<file path="src/hdl/hnm_pkg.sv">
package hnm_pkg;

   localparam int HEIGHT_W = 8;
   localparam int SCALE_W  = 16;
   localparam int ROW_W    = 16;
   localparam int OUT_COL_W = 10;
   localparam int CSR_INDEX_W = 2;
   localparam int CSR_DATA_W  = 16;
   localparam int RSP_DATA_W  = 56;

   localparam logic [CSR_INDEX_W-1:0] REG_FRAME_WIDTH  = 2'd0;
   localparam logic [CSR_INDEX_W-1:0] REG_FRAME_HEIGHT = 2'd1;
   localparam logic [CSR_INDEX_W-1:0] REG_RELIEF_SCALE = 2'd2;

   localparam logic [10:0] FRAME_WIDTH_RESET  = 11'd256;
   localparam logic [15:0] FRAME_HEIGHT_RESET = 16'd256;
   localparam logic [15:0] RELIEF_SCALE_RESET = 16'd16384;

   // Square of the z numerator 255*256 and the square of 255.
   localparam logic [47:0] K_SQUARED   = 48'd4261478400;
   localparam logic [15:0] BYTE_SQUARE = 16'd65025;

   localparam logic [1:0] JOB_UPPER       = 2'd0;
   localparam logic [1:0] JOB_BOTTOM_LEFT = 2'd1;
   localparam logic [1:0] JOB_BOTTOM_END  = 2'd2;

   localparam logic [1:0] COMP_X = 2'd0;
   localparam logic [1:0] COMP_Y = 2'd1;
   localparam logic [1:0] COMP_Z = 2'd2;

   localparam logic [2:0] ITER_LAST = 3'd7;

   typedef enum logic [3:0] {
      OP_NONE,
      OP_ACCEPT,
      OP_RD0,
      OP_RD1,
      OP_RD2,
      OP_PREP,
      OP_SQR,
      OP_SUM,
      OP_WLO,
      OP_WHI,
      OP_TSQ,
      OP_MLO,
      OP_MHI,
      OP_STEP,
      OP_LOAD,
      OP_FIN
   } op_type;

   typedef struct packed {
      op_type     op;
      logic [1:0] job;
      logic [1:0] comp;
   } cmd_type;

   typedef struct packed {
      logic [2:0] job_en;
   } status_type;

endpackage

</file>
<file path="src/hdl/hnm_ctrl.sv">
module hnm_ctrl (
   input  logic                 clock,
   input  logic                 reset,
   input  logic                 req_tvalid,
   output logic                 req_tready,
   output logic                 rsp_tvalid,
   input  logic                 rsp_tready,
   input  hnm_pkg::status_type  status,
   output hnm_pkg::cmd_type     cmd
);
   import hnm_pkg::*;

   typedef enum logic [3:0] {
      ST_IDLE,
      ST_RD0,
      ST_RD1,
      ST_RD2,
      ST_JOB,
      ST_PREP,
      ST_SQR,
      ST_SUM,
      ST_WLO,
      ST_WHI,
      ST_TSQ,
      ST_MLO,
      ST_MHI,
      ST_STEP,
      ST_EMIT,
      ST_FIN
   } state_type;

   state_type  state_ff;
   logic [1:0] job_ff;
   logic [1:0] comp_ff;
   logic [2:0] iter_ff;
   logic       rsp_valid_ff;
   logic       rsp_valid_in;
   logic       out_free;

   assign out_free     = !rsp_valid_ff || rsp_tready;
   assign req_tready   = (state_ff == ST_IDLE);
   assign rsp_tvalid   = rsp_valid_ff;
   assign rsp_valid_in = ((state_ff == ST_EMIT) && out_free) || (rsp_valid_ff && !rsp_tready);

   always_ff @(posedge clock) begin
      if (reset) begin
         state_ff     <= ST_IDLE;
         job_ff       <= JOB_UPPER;
         comp_ff      <= COMP_X;
         iter_ff      <= '0;
         rsp_valid_ff <= 1'b0;
      end else begin
         rsp_valid_ff <= rsp_valid_in;
         unique case (state_ff)
            ST_IDLE: begin
               if (req_tvalid) begin
                  job_ff   <= JOB_UPPER;
                  state_ff <= ST_RD0;
               end
            end
            ST_RD0: state_ff <= ST_RD1;
            ST_RD1: state_ff <= ST_RD2;
            ST_RD2: state_ff <= ST_JOB;
            ST_JOB: begin
               if (status.job_en[job_ff]) begin
                  state_ff <= ST_PREP;
               end else if (job_ff == JOB_BOTTOM_END) begin
                  state_ff <= ST_FIN;
               end else begin
                  job_ff <= job_ff + 2'd1;
               end
            end
            ST_PREP: state_ff <= ST_SQR;
            ST_SQR:  state_ff <= ST_SUM;
            ST_SUM: begin
               comp_ff  <= COMP_X;
               state_ff <= ST_WLO;
            end
            ST_WLO: state_ff <= ST_WHI;
            ST_WHI: begin
               iter_ff  <= '0;
               state_ff <= ST_TSQ;
            end
            ST_TSQ: state_ff <= ST_MLO;
            ST_MLO: state_ff <= ST_MHI;
            ST_MHI: state_ff <= ST_STEP;
            ST_STEP: begin
               if (iter_ff == ITER_LAST) begin
                  if (comp_ff == COMP_Z) begin
                     state_ff <= ST_EMIT;
                  end else begin
                     comp_ff  <= comp_ff + 2'd1;
                     state_ff <= ST_WLO;
                  end
               end else begin
                  iter_ff  <= iter_ff + 3'd1;
                  state_ff <= ST_TSQ;
               end
            end
            ST_EMIT: begin
               if (out_free) begin
                  if (job_ff == JOB_BOTTOM_END) begin
                     state_ff <= ST_FIN;
                  end else begin
                     job_ff   <= job_ff + 2'd1;
                     state_ff <= ST_JOB;
                  end
               end
            end
            ST_FIN: state_ff <= ST_IDLE;
            default: state_ff <= ST_IDLE;
         endcase
      end
   end

   always_comb begin
      cmd.job  = job_ff;
      cmd.comp = comp_ff;
      unique case (state_ff)
         ST_IDLE: cmd.op = req_tvalid ? OP_ACCEPT : OP_NONE;
         ST_RD0:  cmd.op = OP_RD0;
         ST_RD1:  cmd.op = OP_RD1;
         ST_RD2:  cmd.op = OP_RD2;
         ST_PREP: cmd.op = OP_PREP;
         ST_SQR:  cmd.op = OP_SQR;
         ST_SUM:  cmd.op = OP_SUM;
         ST_WLO:  cmd.op = OP_WLO;
         ST_WHI:  cmd.op = OP_WHI;
         ST_TSQ:  cmd.op = OP_TSQ;
         ST_MLO:  cmd.op = OP_MLO;
         ST_MHI:  cmd.op = OP_MHI;
         ST_STEP: cmd.op = OP_STEP;
         ST_EMIT: cmd.op = out_free ? OP_LOAD : OP_NONE;
         ST_FIN:  cmd.op = OP_FIN;
         default: cmd.op = OP_NONE;
      endcase
   end

endmodule

</file>
<file path="config.mk">
export PLATFORM = sky130hd
export DESIGN_NAME = hnm_ctrl
export DESIGN_NICKNAME = d
export VERILOG_FILES = /design/src/hdl/hnm_pkg.sv /design/src/hdl/hnm_ctrl.sv
export SDC_FILE = /design/constraint.sdc
export NUM_CORES = 1
export LEC_CHECK = 0
export BUFFER_PORTS_ARGS = -buffer_cell sky130_fd_sc_hd__buf_2
export CAP_MARGIN = 0
export CORE_MARGIN = 1.5
export CORE_UTILIZATION = 45
export DETAILED_ROUTE_END_ITERATION = 16
export PLACE_DENSITY_LB_ADDON = 0.12
export SLEW_MARGIN = 20
export SYNTH_ARGS = -nofsm -noshare
export SYNTH_HDL_FRONTEND = slang
export SYNTH_SLANG_ARGS = --single-unit
</file>
<file path="constraint.sdc">
create_clock -name clock -period 1.6 [get_ports clock]
set_clock_uncertainty 0.1 [all_clocks]
set_input_delay 0.16 -clock clock [delete_from_list [all_inputs] [get_ports clock]]
set_output_delay 0.16 -clock clock [all_outputs]
set_load 0.01 [all_outputs]
</file>
# Word-level counts from Yosys, hierarchy flattened
# Cells that the tools add are included.
[totals] regBits=12 latch_bits=0 ramBits=0 rom_bits=0 in_bits=7 out_inout_bits=10 elab_cells=71 n_memories=0
[classes] addsub=3 multipliers=0 n_div=0 order_cmp=1 n_eq_ne=25 n_shift=0 muxes=23 bitwise=0 reduce_logical=14
[op_table] op="$pmux 4 s16" count=1
[op_table] op="$pmux 4 s15" count=1
[op_table] op="$eq 4x4->1 const B" count=8
[op_table] op="$mux 4" count=7
[op_table] op="$eq 4x3->1 const B" count=4
[op_table] op="$mux 2" count=6
[op_table] op="$ne 2x2->1 const B" count=6
[op_table] op="$eq 4x2->1 const B" count=2
[op_table] op="$mux 3" count=2
[op_table] op="$pmux 2 s3" count=1
[op_table] op="$pmux 3 s2" count=1
[op_table] op="$reduce_and 3->1" count=2
[op_table] op="$add 2x1->2 const B" count=2
[op_table] op="$eq 2x2->1 const B" count=2
[op_table] op="$eq 4x1->1 const B" count=1
[op_table] op="$logic_not 4->1" count=1
[op_table] op="$pmux 2 s2" count=1
[op_table] op="$reduce_and 4->1" count=1
[op_table] op="$reduce_bool 2->1" count=2
[op_table] op="$add 3x1->3 const B" count=1
[op_table] op="$eq 3x3->1 const B" count=1
[op_table] op="$lt 2x3->1 const B" count=1
[op_table] op="$ne 3x3->1 const B" count=1
[op_table] op="$reduce_bool 3->1" count=1
[op_table] op="6 further kinds" count=10

# Longest topological paths before layout
[logic_depth] depth_word=4 depth_mapped=6 mapped_depth_nobuf=6

# Worst setup path before layout
# OpenSTA, ideal clock, no wires.
[synth_timing] kind="register to register" from="register job_ff[0]" to="register job_ff[1]" setup_ps=69 arrival_time_ps=1428 required_time_ps=1431 slack_ps=3 path_stages_with_launch=5 n_path_buf=0 period_less_slack_ps=1597 path_cell_list="dfxtp_1 > inv_1 > ha_1 > or4_1 > o21ai_1"
[synth_via] elab_chain_cells=4 word_cells_on_any_way=10 cone_classes="add/sub (1); eq/ne (2); mux (6); reduce/logical (1)"
[synth_lines] item="start, declared" line_no="hnm_ctrl.sv:33" rtl="logic [1:0] job_ff;"
[synth_lines] item="start signal, assigned" line_no="hnm_ctrl.sv:70" rtl="job_ff <= job_ff + 2'd1;"
[synth_lines] item="start signal, assigned" line_no="hnm_ctrl.sv:105" rtl="job_ff <= job_ff + 2'd1;"
[synth_lines] item="$add 2x1->2 (tied with other cells)" line_no="hnm_ctrl.sv:70, hnm_ctrl.sv:105"
[synth_lines] item="$mux 2 / $mux 1 (equally long branches)" line_no="hnm_ctrl.sv:67, hnm_ctrl.sv:102, hnm_ctrl.sv:65"
[synth_lines] item="$mux 2 (tied with other cells)" line_no="hnm_ctrl.sv:101" rtl="if (out_free) begin"
[synth_lines] item="$pmux 2 s3 / $reduce_and 4->1 (equally long branches)"
# Parallel ways exist; a longest one is shown, timed or not. The select of a mux whose other input is x is not followed.
# A chain may end at the register's enable or synchronous reset.

==> results_dict.tcl <==
set metrics [dict create \
    clk_latency_ps 270 \
    drt-pass1-iter-count 5 \
    placed_area_um2 1180 \
    rows 16 \
    globalplace.congestion 0.851 \
    synth_area_um2 1000 \
    slew_headroom_pct 72.9 \
    htree_levels 1 \
    cts_tree "done" \
    rsz0062_at_grt "yes" \
    synth_fa_ha_area_share_pct 5.01 \
    cts_buffers 3 \
    period_share_pct 97.4 \
    port_buffers 16 \
    die_area_um2 2510 \
    hold_path_class "input port to flop" \
    synth_edf_count 0 \
    yosys.area.top_type "dfxtp_1" \
    synthXorXnorAreaFrac_pct 0.876 \
    routed-wl-met3_um 109 \
    clk_path_buf_depth 2 \
    io_pins 17 \
    irDropWorstVdd_uv 501 \
    start_kind "flop" \
    num_vias 1038 \
    drt_iter0_drc 33 \
    power_density_nw_per_um2 447 \
    initial_core_util_pct 49.4 \
    wl_per_cell_um 13.5 \
    synthArstFlopShare_pct 0 \
    dieWidth_um 50.1 \
    synth_top_family_by_area "simple AND/OR/NAND/NOR gates" \
    post-route-util_pct 64.4 \
    die_h_um 50.1 \
    p_leak_nw 0.504 \
    yosysTopAreaCellShare_pct 24.0 \
    cp_max_fo 6 \
    grt_usage_pct 20.0 \
    grt_pass1_wl_um 3960 \
    synthToLayoutAreaGrowth_pct 30.3 \
    syn_inst 128 \
    grt_pass1_vias 941 \
    synth_compound_area_share_pct 20.7 \
    hold_viol_final 0 \
    required_ps 1340 \
    clock-root-buffer "clkbuf_4" \
    nFillCells 179 \
    grt_start_max_net_pins 14 \
    drc 0 \
    slew_violations 0 \
    core_um2 2020 \
    syn-num-nets 139 \
    ys.flop_type "dfxtp_1" \
    top_layer "met3" \
    viasPerCell 5.70 \
    ys_seq_area_share_pct 24.0 \
    synthSimpleGateAreaFrac_pct 31.9 \
    fmax_mhz 641 \
    path_clk_slew_ps 70 \
    muxShareOfSynthArea_pct 8.51 \
    synth_area_leaders "dfxtp_1, mux2i_1, nor2_1" \
    worstSetupPathType "flop to output pin" \
    post_cts.repair.setup_buffers 0 \
    avgSynthCellArea_um2 7.81 \
    final_cell_mix "buf_2, nor2_1, buf_4" \
    wl_met1_um 1220 \
    drtAntennaViolNets 0 \
    run_status "complete, no violations" \
    synth-warning-count 0 \
    tns_ps 0 \
    ys_types 46 \
    worstMarginPinSlew_ps 404 \
    worst_setup_path_end_kind "output pin" \
    maxCapViolCount 0 \
    final_common_cell "buf_2" \
    overflow 0 \
    cp.arrival_ps 1300 \
    insertedDiodeCount 0 \
    fin_nets 168 \
    antenna_found_initial 0 \
    drive_gt1_share_pct 39.4 \
    dr_wl_met2_um 1130 \
    fin_area_um2 1300 \
    period_needed_ps 1560 \
    synth-seq-cells 12 \
    wl_um 2460 \
    cts.sinks 12 \
    setup_viol 0 \
    dpl.hpwl_um 1820 \
]
worst paths after layout:
path / startpoint / to / slack (ps) / cells after the start
setup / recovery: state_ff[1]$_SDFFE_PP0P_ / cmd[6] / 40 / 5
hold / removal: reset / comp_ff[0]$_SDFFE_PP0P_ / 120 / 2
setup reg to reg: job_ff[0]$_SDFFE_PP0P_ / state_ff[0]$_SDFFE_PP0P_ / 80 / 5
hold reg to reg: iter_ff[1]$_SDFFE_PP0P_ / iter_ff[1]$_SDFFE_PP0P_ / 420 / 2
cell families after synthesis:
group,Yosys count
AO/OA/AOI/OAI,28
XOR/XNOR,1
adder cells (fa/ha/maj),4
buffers and inverters,18
flip-flops,12
multiplexers,8
AND/OR/NAND/NOR,57
registers in the layout, summed over array words and instances, names as in the netlist:
signal      count
comp_ff         2
iter_ff         3
job_ff          2
rsp_tvalid      1
state_ff        4
worst max-delay path: stages, from the launching register on:
cell	delay, ps
dfxtp_2	330
buf_4	160
or2_4	240
nor2_4	110
nor3_1	50
buf_2	140
layer usage:
layer  GRT usage [%]  vias up
li1                -      524
met1            27.8      496
met2            31.1       18
met3            5.65        0
met4            3.24        0
met5               0        -
cells in the mapped netlist, types with 2 or more instances:
master / instances
nor2_1: 17
dfxtp_1: 12
a21oi_1: 8
inv_1: 8
mux2i_1: 7
buf_2: 6
nand2_1: 6
nor2b_1: 5
ha_1: 4
nand2b_1: 4
nand3_1: 4
nor3_1: 4
o21ai_1: 3
a32oi_1: 2
buf_4: 2
nand4b_1: 2
nand4bb_1: 2
nor4_1: 2
o21ai_0: 2
or4_1: 2
cell type report:
type                    instances  area, um^2  share of cell area (%)
flip-flops and latches         12         254                    19.5
repair buffers                 34         216                    16.6
multi-input cells              98         746                    57.3
inverters                       8        30.0                    2.31
well taps                      27        33.8                    2.59
clock buffers                   3        22.5                    1.73
what timing repair did:
action                                  4_1_cts  5_1_grt
pin swaps                                     0        3
gates resized for setup                       9       19
hold buffers                                  0        0
cloned                                        0        1
endpoints found under the setup margin        5        8
report_power, final:
group / internal, W / switching (W)
clock network: 0.0000871 / 0.0000920
logic: 0.0000501 / 0.0000504
registers: 0.000297 / 0.00000543
total: 0.000435 / 0.000148
stage by stage:
step / std cells / power (W) / hold slack [ps] / setup WS [ps]
2_1_floorplan: 128 / 0.000368 / 238 / 2.97
3_3_place_gp: 178 / 0.000400 / 389 / 88.2
3_5_place_dp: 178 / 0.000401 / 397 / 15.7
4_1_cts: 181 / 0.000579 / 114 / 11.7
5_1_grt: 182 / 0.000605 / 143 / -7.46
6_report: 182 / 0.000582 / 124 / 40.9
Power figures use the tool's default switching activity.
